--- src/rtl/tfr_pkg.sv ---
// Shared types, constants and codes of the transfer frame reassembler.
package tfr_pkg;

  localparam int PAYLOAD_BYTES = 219;
  localparam int BUFFER_BYTES  = 2048;

  localparam logic [31:0] SYNC_MARKER_RESET  = 32'h1ACF_FC1D;
  localparam logic [15:0] LENGTH_LIMIT_RESET = 16'd2000;

  localparam int POS_W  = (PAYLOAD_BYTES > 1) ? $clog2(PAYLOAD_BYTES) : 1;
  localparam int BASE_W = $clog2(256 * PAYLOAD_BYTES);
  localparam int ADDR_W = BASE_W + 1;

  localparam logic [10:0] LENGTH_SAT = 11'h7FF;

  typedef enum logic [2:0] {
    EV_PAYLOAD  = 3'd0,
    EV_BAD_SYNC = 3'd1,
    EV_IDLE     = 3'd2,
    EV_LOSS     = 3'd3,
    EV_ACCEPT   = 3'd4
  } event_t;

  typedef enum logic [1:0] {
    REG_SYNC_CHECK   = 2'd0,
    REG_SYNC_MARKER  = 2'd1,
    REG_LENGTH_LIMIT = 2'd2
  } reg_idx_t;

  typedef struct packed {
    logic        sync_check_on;
    logic [31:0] sync_marker;
    logic [15:0] length_limit;
  } cfg_t;

  typedef struct packed {
    logic              is_payload;
    logic              sync_bad;
    logic              idle;
    logic [7:0]        idx;
    logic [7:0]        seq;
    logic [15:0]       len;
    logic [BASE_W-1:0] base;
    logic              is_final;
    logic [7:0]        data;
  } item_t;

  typedef struct packed {
    logic [2:0]  header_event;
    logic        open_buffer;
    logic        drop_buffer;
    logic        write_enable;
    logic [10:0] write_address;
    logic [7:0]  write_data;
    logic        packet_done;
    logic [10:0] packet_length;
  } result_t;

endpackage

--- src/rtl/tfr_cfg.sv ---
// Configuration registers behind the APB-style port.
module tfr_cfg (
  input  logic              clk,
  input  logic              rst_n,
  input  logic              psel,
  input  logic              penable,
  input  logic              pwrite,
  input  logic [3:0]        paddr,
  input  logic [31:0]       pwdata,
  output logic [31:0]       prdata,
  output logic              pready,
  output tfr_pkg::cfg_t     cfg
);

  tfr_pkg::cfg_t cfg_r;
  tfr_pkg::reg_idx_t ridx;
  logic wr_en;

  assign pready = 1'b1;
  assign ridx   = tfr_pkg::reg_idx_t'(paddr[3:2]);
  assign wr_en  = psel && penable && pwrite;
  assign cfg    = cfg_r;

  always_ff @(posedge clk) begin
    if (!rst_n) begin
      cfg_r.sync_check_on <= 1'b1;
      cfg_r.sync_marker   <= tfr_pkg::SYNC_MARKER_RESET;
      cfg_r.length_limit  <= tfr_pkg::LENGTH_LIMIT_RESET;
    end else if (wr_en) begin
      unique case (ridx)
        tfr_pkg::REG_SYNC_CHECK:   cfg_r.sync_check_on <= pwdata[0];
        tfr_pkg::REG_SYNC_MARKER:  cfg_r.sync_marker   <= pwdata;
        tfr_pkg::REG_LENGTH_LIMIT: cfg_r.length_limit  <= pwdata[15:0];
        default: ;
      endcase
    end
  end

  always_comb begin
    unique case (ridx)
      tfr_pkg::REG_SYNC_CHECK:   prdata = {31'd0, cfg_r.sync_check_on};
      tfr_pkg::REG_SYNC_MARKER:  prdata = cfg_r.sync_marker;
      tfr_pkg::REG_LENGTH_LIMIT: prdata = {16'd0, cfg_r.length_limit};
      default:                   prdata = 32'd0;
    endcase
  end

endmodule

--- src/rtl/tfr_front.sv ---
// Front end: classify incoming items and queue them for the back end.
module tfr_front (
  input  logic              clk,
  input  logic              rst_n,
  input  tfr_pkg::cfg_t     cfg,
  input  logic              push,
  output logic              full,
  input  logic              in_operation,
  input  logic [31:0]       in_sync_word,
  input  logic [7:0]        in_frame_number,
  input  logic [7:0]        in_packet_sequence,
  input  logic [15:0]       in_total_length,
  input  logic [7:0]        in_payload_byte,
  output logic              q_valid,
  output tfr_pkg::item_t    q_item,
  input  logic              q_pop
);

  tfr_pkg::item_t mem_r [2];
  tfr_pkg::item_t item;
  logic                       wr_ptr_r, rd_ptr_r;
  logic [1:0]                 count_r, count_nxt;
  logic                       do_push, do_pop;
  logic [tfr_pkg::ADDR_W-1:0] fin_lim;

  assign full    = (count_r == 2'd2);
  assign q_valid = (count_r != 2'd0);
  assign q_item  = mem_r[rd_ptr_r];
  assign do_push = push && !full;
  assign do_pop  = q_pop && q_valid;

  always_comb begin
    item            = '0;
    item.is_payload = in_operation;
    item.sync_bad   = cfg.sync_check_on && (in_sync_word != cfg.sync_marker);
    item.idle       = (in_total_length == 16'd0) || (in_total_length > cfg.length_limit);
    item.idx        = in_frame_number;
    item.seq        = in_packet_sequence;
    item.len        = in_total_length;
    item.base       = tfr_pkg::BASE_W'(32'(in_frame_number) * tfr_pkg::PAYLOAD_BYTES);
    fin_lim         = tfr_pkg::ADDR_W'(item.base) + tfr_pkg::ADDR_W'(tfr_pkg::PAYLOAD_BYTES);
    item.is_final   = (32'(in_total_length) <= 32'(fin_lim));
    item.data       = in_payload_byte;
  end

  always_comb begin
    count_nxt = count_r;
    if (do_push && !do_pop) begin
      count_nxt = count_r + 2'd1;
    end else if (!do_push && do_pop) begin
      count_nxt = count_r - 2'd1;
    end
  end

  always_ff @(posedge clk) begin
    if (!rst_n) begin
      wr_ptr_r <= 1'b0;
      rd_ptr_r <= 1'b0;
      count_r  <= 2'd0;
    end else begin
      count_r <= count_nxt;
      if (do_push) begin
        wr_ptr_r <= !wr_ptr_r;
      end
      if (do_pop) begin
        rd_ptr_r <= !rd_ptr_r;
      end
    end
  end

  always_ff @(posedge clk) begin
    if (do_push) begin
      mem_r[wr_ptr_r] <= item;
    end
  end

endmodule

--- src/rtl/tfr_back.sv ---
// Back end: reassembly state, buffer write generation and result queue.
module tfr_back (
  input  logic              clk,
  input  logic              rst_n,
  input  logic              q_valid,
  input  tfr_pkg::item_t    q_item,
  output logic              q_pop,
  output logic              empty,
  input  logic              pop,
  output tfr_pkg::result_t  res
);

  logic [7:0]                 held_seq_r, held_seq_nxt;
  logic                       seq_known_r, seq_known_nxt;
  logic [8:0]                 last_idx_r, last_idx_nxt;
  logic                       buf_open_r, buf_open_nxt;
  logic                       taken_r, taken_nxt;
  logic                       final_r, final_nxt;
  logic [tfr_pkg::BASE_W-1:0] base_r, base_nxt;
  logic [15:0]                len_r, len_nxt;
  logic [tfr_pkg::POS_W-1:0]  pos_r, pos_nxt;

  tfr_pkg::result_t           rq_mem_r [2];
  tfr_pkg::result_t           r;
  logic                       rq_wr_r, rq_rd_r;
  logic [1:0]                 rq_cnt_r, rq_cnt_nxt;
  logic                       rq_full, rq_pop;

  logic [tfr_pkg::ADDR_W-1:0] addr;
  logic                       seq_bad;
  logic [8:0]                 idx_next;

  assign rq_full = (rq_cnt_r == 2'd2);
  assign empty   = (rq_cnt_r == 2'd0);
  assign rq_pop  = pop && !empty;
  assign q_pop   = q_valid && !rq_full;
  assign res     = rq_mem_r[rq_rd_r];

  assign addr     = tfr_pkg::ADDR_W'(base_r) + tfr_pkg::ADDR_W'(pos_r);
  assign idx_next = last_idx_r + 9'd1;
  assign seq_bad  = !seq_known_r || (held_seq_r != q_item.seq) ||
                    (idx_next != {1'b0, q_item.idx});

  always_comb begin
    held_seq_nxt  = held_seq_r;
    seq_known_nxt = seq_known_r;
    last_idx_nxt  = last_idx_r;
    buf_open_nxt  = buf_open_r;
    taken_nxt     = taken_r;
    final_nxt     = final_r;
    base_nxt      = base_r;
    len_nxt       = len_r;
    pos_nxt       = pos_r;
    r             = '0;
    r.header_event = tfr_pkg::EV_PAYLOAD;
    if (!q_item.is_payload) begin
      taken_nxt = 1'b0;
      pos_nxt   = '0;
      if (q_item.sync_bad) begin
        r.header_event = tfr_pkg::EV_BAD_SYNC;
      end else if (q_item.idle) begin
        r.header_event = tfr_pkg::EV_IDLE;
      end else if ((q_item.idx != 8'd0) && seq_bad) begin
        r.header_event = tfr_pkg::EV_LOSS;
        r.drop_buffer  = buf_open_r;
        buf_open_nxt   = 1'b0;
      end else begin
        if (q_item.idx == 8'd0) begin
          held_seq_nxt  = q_item.seq;
          seq_known_nxt = 1'b1;
        end
        last_idx_nxt   = {1'b0, q_item.idx};
        r.header_event = tfr_pkg::EV_ACCEPT;
        r.open_buffer  = !buf_open_r;
        buf_open_nxt   = 1'b1;
        taken_nxt      = 1'b1;
        base_nxt       = q_item.base;
        len_nxt        = q_item.len;
        final_nxt      = q_item.is_final;
      end
    end else if (!taken_r || (32'(pos_r) >= 32'(tfr_pkg::PAYLOAD_BYTES))) begin
      taken_nxt = 1'b0;
    end else begin
      if ((32'(addr) < 32'(len_r)) && (32'(addr) < 32'(tfr_pkg::BUFFER_BYTES))) begin
        r.write_enable  = 1'b1;
        r.write_address = addr[10:0];
        r.write_data    = q_item.data;
      end
      if (32'(pos_r) + 32'd1 >= 32'(tfr_pkg::PAYLOAD_BYTES)) begin
        taken_nxt = 1'b0;
        pos_nxt   = '0;
        if (final_r) begin
          r.packet_done   = 1'b1;
          r.packet_length = (len_r > 16'(tfr_pkg::LENGTH_SAT)) ?
                            tfr_pkg::LENGTH_SAT : len_r[10:0];
          buf_open_nxt    = 1'b0;
        end
      end else begin
        pos_nxt = pos_r + tfr_pkg::POS_W'(1);
      end
    end
  end

  always_comb begin
    rq_cnt_nxt = rq_cnt_r;
    if (q_pop && !rq_pop) begin
      rq_cnt_nxt = rq_cnt_r + 2'd1;
    end else if (!q_pop && rq_pop) begin
      rq_cnt_nxt = rq_cnt_r - 2'd1;
    end
  end

  always_ff @(posedge clk) begin
    if (!rst_n) begin
      held_seq_r  <= 8'd0;
      seq_known_r <= 1'b0;
      last_idx_r  <= 9'h1FF;
      buf_open_r  <= 1'b0;
      taken_r     <= 1'b0;
      final_r     <= 1'b0;
      base_r      <= '0;
      len_r       <= 16'd0;
      pos_r       <= '0;
      rq_wr_r     <= 1'b0;
      rq_rd_r     <= 1'b0;
      rq_cnt_r    <= 2'd0;
    end else begin
      rq_cnt_r <= rq_cnt_nxt;
      if (rq_pop) begin
        rq_rd_r <= !rq_rd_r;
      end
      if (q_pop) begin
        rq_wr_r     <= !rq_wr_r;
        held_seq_r  <= held_seq_nxt;
        seq_known_r <= seq_known_nxt;
        last_idx_r  <= last_idx_nxt;
        buf_open_r  <= buf_open_nxt;
        taken_r     <= taken_nxt;
        final_r     <= final_nxt;
        base_r      <= base_nxt;
        len_r       <= len_nxt;
        pos_r       <= pos_nxt;
      end
    end
  end

  always_ff @(posedge clk) begin
    if (q_pop) begin
      rq_mem_r[rq_wr_r] <= r;
    end
  end

endmodule

--- src/rtl/transfer_frame_reassembler.sv ---
// Top level of the transfer frame reassembler.
//
//   channel   handshake             transaction when
//   input     push / full           push && !full
//   result    empty / pop           pop && !empty
//   config    psel penable pwrite   psel && penable && pwrite (pready tied high)
//
// One item per cycle sustained while pop keeps the result queue from filling; a result
// passes through the input queue, then the back-end state update into the result queue.
// Each side has a two-entry queue; with pop held low, four transactions are taken
// before full rises.
// Synchronous active-low reset clears queues and reassembly state; registers
// return to their defaults.
module transfer_frame_reassembler (
  input  logic        clk,
  input  logic        rst_n,
  input  logic        psel,
  input  logic        penable,
  input  logic        pwrite,
  input  logic [3:0]  paddr,
  input  logic [31:0] pwdata,
  output logic [31:0] prdata,
  output logic        pready,
  input  logic        push,
  output logic        full,
  input  logic        in_operation,
  input  logic [31:0] in_sync_word,
  input  logic [7:0]  in_frame_number,
  input  logic [7:0]  in_packet_sequence,
  input  logic [15:0] in_total_length,
  input  logic [7:0]  in_payload_byte,
  output logic        empty,
  input  logic        pop,
  output logic [2:0]  out_header_event,
  output logic        out_open_buffer,
  output logic        out_drop_buffer,
  output logic        out_write_enable,
  output logic [10:0] out_write_address,
  output logic [7:0]  out_write_data,
  output logic        out_packet_done,
  output logic [10:0] out_packet_length
);

  tfr_pkg::cfg_t    cfg;
  tfr_pkg::item_t   q_item;
  tfr_pkg::result_t res;
  logic             q_valid, q_pop;

  tfr_cfg u_cfg (
    .clk     (clk),
    .rst_n   (rst_n),
    .psel    (psel),
    .penable (penable),
    .pwrite  (pwrite),
    .paddr   (paddr),
    .pwdata  (pwdata),
    .prdata  (prdata),
    .pready  (pready),
    .cfg     (cfg)
  );

  tfr_front u_front (
    .clk                (clk),
    .rst_n              (rst_n),
    .cfg                (cfg),
    .push               (push),
    .full               (full),
    .in_operation       (in_operation),
    .in_sync_word       (in_sync_word),
    .in_frame_number    (in_frame_number),
    .in_packet_sequence (in_packet_sequence),
    .in_total_length    (in_total_length),
    .in_payload_byte    (in_payload_byte),
    .q_valid            (q_valid),
    .q_item             (q_item),
    .q_pop              (q_pop)
  );

  tfr_back u_back (
    .clk     (clk),
    .rst_n   (rst_n),
    .q_valid (q_valid),
    .q_item  (q_item),
    .q_pop   (q_pop),
    .empty   (empty),
    .pop     (pop),
    .res     (res)
  );

  assign out_header_event  = res.header_event;
  assign out_open_buffer   = res.open_buffer;
  assign out_drop_buffer   = res.drop_buffer;
  assign out_write_enable  = res.write_enable;
  assign out_write_address = res.write_address;
  assign out_write_data    = res.write_data;
  assign out_packet_done   = res.packet_done;
  assign out_packet_length = res.packet_length;

endmodule

--- config.mk ---
export PLATFORM = sky130hd
export DESIGN_NAME = transfer_frame_reassembler
export DESIGN_NICKNAME = d
export VERILOG_FILES = /design/src/rtl/tfr_pkg.sv /design/src/rtl/tfr_cfg.sv /design/src/rtl/tfr_front.sv /design/src/rtl/tfr_back.sv /design/src/rtl/transfer_frame_reassembler.sv
export SDC_FILE = /design/constraint.sdc
export NUM_CORES = 1
export LEC_CHECK = 0
export ABC_AREA = 1
export BUFFER_PORTS_ARGS = -buffer_cell sky130_fd_sc_hd__buf_2
export CAP_MARGIN = 20
export CORE_MARGIN = 2
export CORE_UTILIZATION = 60
export CTS_CLUSTER_SIZE = 12
export DETAILED_ROUTE_END_ITERATION = 7
export GPL_TIMING_DRIVEN = 1
export HOLD_SLACK_MARGIN = 0.1
export PLACE_DENSITY = 0.78
export SYNTH_ARGS = -nofsm -noshare
export SYNTH_HDL_FRONTEND = slang
export SYNTH_HIERARCHICAL = 1
export SYNTH_SLANG_ARGS = --single-unit
--- constraint.sdc ---
create_clock -name clk -period 6.5 [get_ports clk]
set_clock_uncertainty 0.15 [all_clocks]
set_input_delay 0.325 -clock clk [delete_from_list [all_inputs] [get_ports clk]]
set_output_delay 0.325 -clock clk [all_outputs]
set_load 0.01 [all_outputs]
# Yosys cells after proc, flatten, opt, wreduce, memory -nomap -nowiden
# Memory sizes are Yosys's and may differ from the RTL's. A register that Yosys moved wholly into a read port is not among the register bits.
# Index checks and enable logic that the tools add are counted.
# op_classes
add_sub_neg	9
multipliers	1
div_mod_pow	0
order_cmp	7
eq_ne	13
n_shift	0
mux	42
bitwise_logic	4
reduce_logical	47
# op_table
op	count
one-hot mux 32 bit (3 select lines)	1
2-to-1 mux 32 bit	2
greater-or-equal comparator 32 x 8 -> 1 bit, second input constant	1
!= test 32 bit	1
2-to-1 mux 12 bit	2
2-to-1 mux 8 bit	3
2-to-1 mux 1 bit	22
2-to-1 mux 20 bit	1
adder 16 x 8 -> 17 bit	1
adder 16 x 8 -> 17 bit, second input constant	1
less-or-equal comparator 16 x 17 -> 1 bit	1
less-than comparator 17 x 12 -> 1 bit, second input constant	1
less-than comparator 17 x 16 -> 1 bit	1
greater-than comparator 16 x 11 -> 1 bit, second input constant	1
greater-than comparator 16 bit	1
logical NOT 16 bit	1
multiplier 8 x 8 -> 16 bit, second input constant	1
logical NOT 1 bit	14
logical AND 1 bit	13
2-to-1 mux 2 bit	6
AND reduction 6 bit	2
2-to-1 mux 11 bit	1
AND reduction 2 bit	5
adder 8 x 1 -> 9 bit, second input constant	1
other kinds (21)	39
# word_totals
reg_bits	118
latch_bits	0
mem_bits_rw	194
romBits	0
out_inout_bits	72
wordCells	143
mem_count	2
# mem_list
memory	depth	word_bits	rd	rd_ports_with_merged_regs	wr	line	rtl
u_front.mem_r	2	60	1	1	1	tfr_front.sv:19	tfr_pkg::item_t mem_r [2];
u_back.rq_mem_r	2	37	1	1	1	tfr_back.sv:23	tfr_pkg::result_t rq_mem_r [2];

# Logic depth before layout (Yosys ltp)
# depth
word_depth	8
ltp_mapped	32
depth_no_buf	32

# By module
# The synthesis kept the hierarchy.
# modules_own_cells
mod	instances	cells_per_inst	area_per_inst_um2
tfr_front	1	720	7777.5
tfr_back	1	834	7120.6
tfr_cfg	1	357	2333.5

# Worst setup path before layout
# Ideal clock, no wire load.
# synth_timing
path_kind	input-to-reg
startpoint	in in_frame_number[1]
endpoint	mem u_front/mem_r[0][8] in the netlist's numbering (data pin)
setup_time_ns	0.260
arrival_ns	4.376
required_time_ns	6.090
slack_ns	1.713
stages	31
n_path_buf	0
path_cell_list	ha_1 -> inv_1 -> nand2_1 -> nand2_1 -> inv_1 -> ha_1 -> fa_1 -> inv_1 -> fa_1 -> inv_1 -> ha_1 -> nand2_1 -> inv_1 -> nand2_1 -> nand2_1 -> inv_1 -> nand3_1 -> nand2_4 -> nand2_4 -> nor2_8 -> xor2_2 -> ha_1 -> inv_1 -> nor3_1 -> nand2_1 -> nand2_1 -> nand2_1 -> nand2_1 -> nand2_1 -> nand2_1 -> nand3_2
# synth_rtl
item	line	rtl
start: declaration	transfer_frame_reassembler.sv:28	input logic [7:0] in_frame_number,
end: declaration	tfr_front.sv:19	

==> run_results.csv <==
group,metric,value,unit
finish,fillers,2061,
synth,synth.distinct_cells,52,
clock_tree,path_clk_slew,60,ps
place,portBuffers,184,
critical_path,reg2reg_to,"u_back/rq_mem_r[1][22]",
routing,firstDrtPassIters,5,
critical_path,path_delay_family,"adder cells",
sta,setup_violations,0,
floorplanning,dieHeight,173,µm
sta,max_slew_margin,24.0,%
clock_tree,cts-htree-levels,2,
clock_tree,clockBufferDepth,3,
synth,syn_nets,2145,
synth,synthCells,1911,
power_and_ir_drop,p_leak,9.50,nW
critical_path,crit_arrival,5590,ps
clock_tree,hold_buffers,74,
synth,synth_seq_cells,312,
power_and_ir_drop,ir_drop,0.186,mV
min_path,hold_path_depth,4,
routing,drc,0,
min_path,hold_class,"in -> reg",
clock_tree,clkLatencyLatePin,520,ps
sta,final_max_slew_viol_count,0,
place,pre_cts_slack,1140,ps
routing,drt-initial-drc-count,1069,
finish,diodes,0,
critical_path,critPathBufInv,9,
critical_path,reg2regPathDepth,19,
critical_path,end_kind,"flop",
sta,final-hold-violation-count,0,
global_routing,grt_pass1_vias,13400,
sta,fin_tns_setup,0,ps
clock_tree,post_cts_buffers,0,
floorplanning,die_area,30100,µm²
routing,wl,39.9,mm
floorplanning,row_count,62,
synth,synth.avg_cell_area,9.02,µm²
clock_tree,cts.sink_count,312,
critical_path,critical_path_class,"in -> reg",
outcome,status,"finished, final reports clean",
global_routing,grt_usage,26.2,%
critical_path,worstPathRequired,6600,ps
synth,yosysSeqAreaShare,47.4,%
sta,rsz0062_at_grt,"false",
routing,avgRoutedWirePerCell,15.5,µm
critical_path,max_stage_delay,560,ps
place,hpwl,26.6,mm
finish,nets,2390,
sta,worst_slew_pin_slew,1140,ps
critical_path,startpoint_type,"input port",
clock_tree,root_buffer,"clkbuf_16",
critical_path,crit_slowest_cell,"fa_1",
global_routing,grt_max_degree,101,
critical_path,critPathMaxFanout,5,
finish,drive_gt1_share,18.1,%
global_routing,grt_pass1_wl,64.6,mm
min_path,hold_start,"pop",
sta,fmax,182,MHz
synth,yosys_warnings,6,
synth,syn_area,17200,µm²
global_routing,grt-ovfl-total,0,
clock_tree,cts_tree,"built",
floorplanning,core_area,28500,µm²
finish,utilization,71.1,%
flow_run,cap_violations,0,
routing,via_per_inst,5.29,
global_routing,antenna_found_initial,0,
critical_path,r2r_slack,1940,ps
place,gp_routability_congestion,0.906,
finish,areaGrowthSynthToFinish,17.5,%
critical_path,cpMostUsedCell,"nand2_1",
floorplanning,die_x,173,µm
floorplanning,start_util,60.5,%
sta,fin_crit,5490,ps
clock_tree,numCtsBuffers,35,
sta,fin_ws,1010,ps
sta,fin_crit_sh,84.4,%
floorplanning,num_io_pins,188,
routing,ant_nets,0,
clock_tree,cts_resized,0,
power_and_ir_drop,pwr_density_cell,345,nW/µm²
critical_path,rr_startpoint,"u_back/pos_r[0]",
routing,num_vias,13600,
-- cell usage in the layout (no fill, tap or decap), types with 3 or more instances in the layout --
master	count
nor2_4	10
clkbuf_16	36
mux2_2	96
nor3_1	28
inv_2	11
inv_1	264
clkbuf_1	12
o21ai_0	24
xor2_1	24
nand3_2	7
nand3_1	110
buf_4	9
nand2_4	5
nand2_1	436
nor4_1	6
dlygate4sd3_1	74
o21bai_1	4
fa_1	19
nand4_1	36
a21oi_1	64
xnor2_1	37
nand2_2	7
buf_2	184
edfxtp_1	192
a22oi_1	5
ha_1	99
nor2_1	208
nand3b_1	3
dfxtp_1	119
or2_2	5
clkinv_1	7
clkinv_2	7
-- power breakdown --
| group | total [W] | switching, W | internal (W) |
|---|---|---|---|
| sequential | 0.00260 | 0.0000994 | 0.00250 |
| combinational | 0.00249 | 0.00153 | 0.000962 |
| clock | 0.00189 | 0.000767 | 0.00112 |
-- cells in the mapped netlist, drive strengths merged --
cell | instances | share of area (%)
buf | 37 | 1.4
a31oi | 1 | 0.036
nor3b | 1 | 0.044
a21o | 2 | 0.087
o22ai | 1 | 0.036
a22oi | 5 | 0.22
nor3 | 28 | 0.81
ha | 99 | 7.2
fa | 19 | 2.2
o2111ai | 2 | 0.10
o21a | 2 | 0.087
nand4 | 36 | 1.3
a21boi | 1 | 0.044
dfxtp | 120 | 14
clkbuf | 22 | 0.48
and2 | 1 | 0.036
a21oi | 65 | 1.9
edfxtp | 192 | 33
nor2 | 221 | 5.3
a211oi | 1 | 0.044
nand3 | 119 | 3.8
nor4 | 6 | 0.22
a31o | 2 | 0.10
o21bai | 4 | 0.17
conb | 1 | 0.022
mux2 | 96 | 6.3
o21ai | 26 | 0.76
inv | 275 | 6.0
clkinv | 4 | 0.087
nand3b | 3 | 0.13
xor2 | 25 | 1.3
xnor2 | 38 | 2.0
o211ai | 1 | 0.044
or2 | 7 | 0.27
nand2 | 448 | 10
-- per-layer routing --
layer,up-vias,routed length [µm],GRT usage [%]
met4,0,1110,8.93
li1,6711,-,-
met5,-,0,0
met2,482,19200,44.2
met3,78,2620,4.89
met1,6314,16900,34.1
-- cells by family after synthesis --
family | Yosys count | synth area share (%)
and+or+nand+nor | 870 | 22.0
buffers and inverters | 338 | 8.00
DFF | 312 | 47.4
adders and majority gates | 118 | 9.40
AOI/OAI and AO/OA | 113 | 3.64
muxes | 96 | 6.27
xor gates and xnor gates | 63 | 3.29
other | 1 | 0.0218
-- worst max-delay path by stage --
stage,cells past startpoint,from,to
final,33,in_frame_number[2],u_front/mem_r[0][8]
after global routing,33,in_frame_number[1],u_front/mem_r[1][8]
after CTS,33,in_frame_number[2],u_front/mem_r[0][8]
after detailed placement,32,in_frame_number[2],u_front/mem_r[0][8]
after global placement,32,in_frame_number[2],u_front/mem_r[0][8]
after floorplan,31,in_frame_number[1],u_front/mem_r[0][8]
-- flip-flops by register name, indices dropped and copies added, names as in the netlist, named ones only --
| register | cells |
|---|---|
| u_back/base_r | 16 |
| u_back/buf_open_r | 1 |
| u_back/final_r | 1 |
| u_back/held_seq_r | 8 |
| u_back/last_idx_r | 9 |
| u_back/len_r | 16 |
| u_back/pos_r | 8 |
| u_back/rq_cnt_r | 2 |
| u_back/rq_mem_r | 74 |
| u_back/rq_rd_r | 1 |
| u_back/rq_wr_r | 1 |
| u_back/seq_known_r | 1 |
| u_back/taken_r | 1 |
| u_cfg/cfg | 49 |
| u_front/count_r | 2 |
| u_front/mem_r | 118 |
| u_front/rd_ptr_r | 1 |
| u_front/wr_ptr_r | 1 |
-- per-stage QoR --
stage / hold WS [ps] / cells / total power [W] / instance area, µm²
2_1_floorplan: 274 / 1911 / 0.00445 / 17200
3_3_place_gp: 296 / 2429 / 0.00498 / 18400
3_5_place_dp: 303 / 2429 / 0.00507 / 18400
4_1_cts: 100 / 2567 / 0.00701 / 20200
5_1_grt: 140 / 2567 / 0.00741 / 20200
6_report: 115 / 2567 / 0.00698 / 20200
-- worst reg2reg max path: cells and delay by family (launching register included) --
family          cells  cell delay, ps
compound gates      4             750
xor+xnor            1             210
fa+ha+maj           3             970
buf+inv             1              70
simple gates       10            1850
flops               1             340
-- final cells by class --
type / count / area, µm² / share of cell area, %
well taps: 384 / 480 / 2.37
repair buffers: 267 / 1730 / 8.54
clock buffers: 49 / 960 / 4.74
clock inverters: 15 / 140 / 0.692
flip-flops and latches: 312 / 8170 / 40.4
inverters: 279 / 1050 / 5.17
multi-input cells: 1261 / 7710 / 38.1
(Power assumes the default switching activity.)
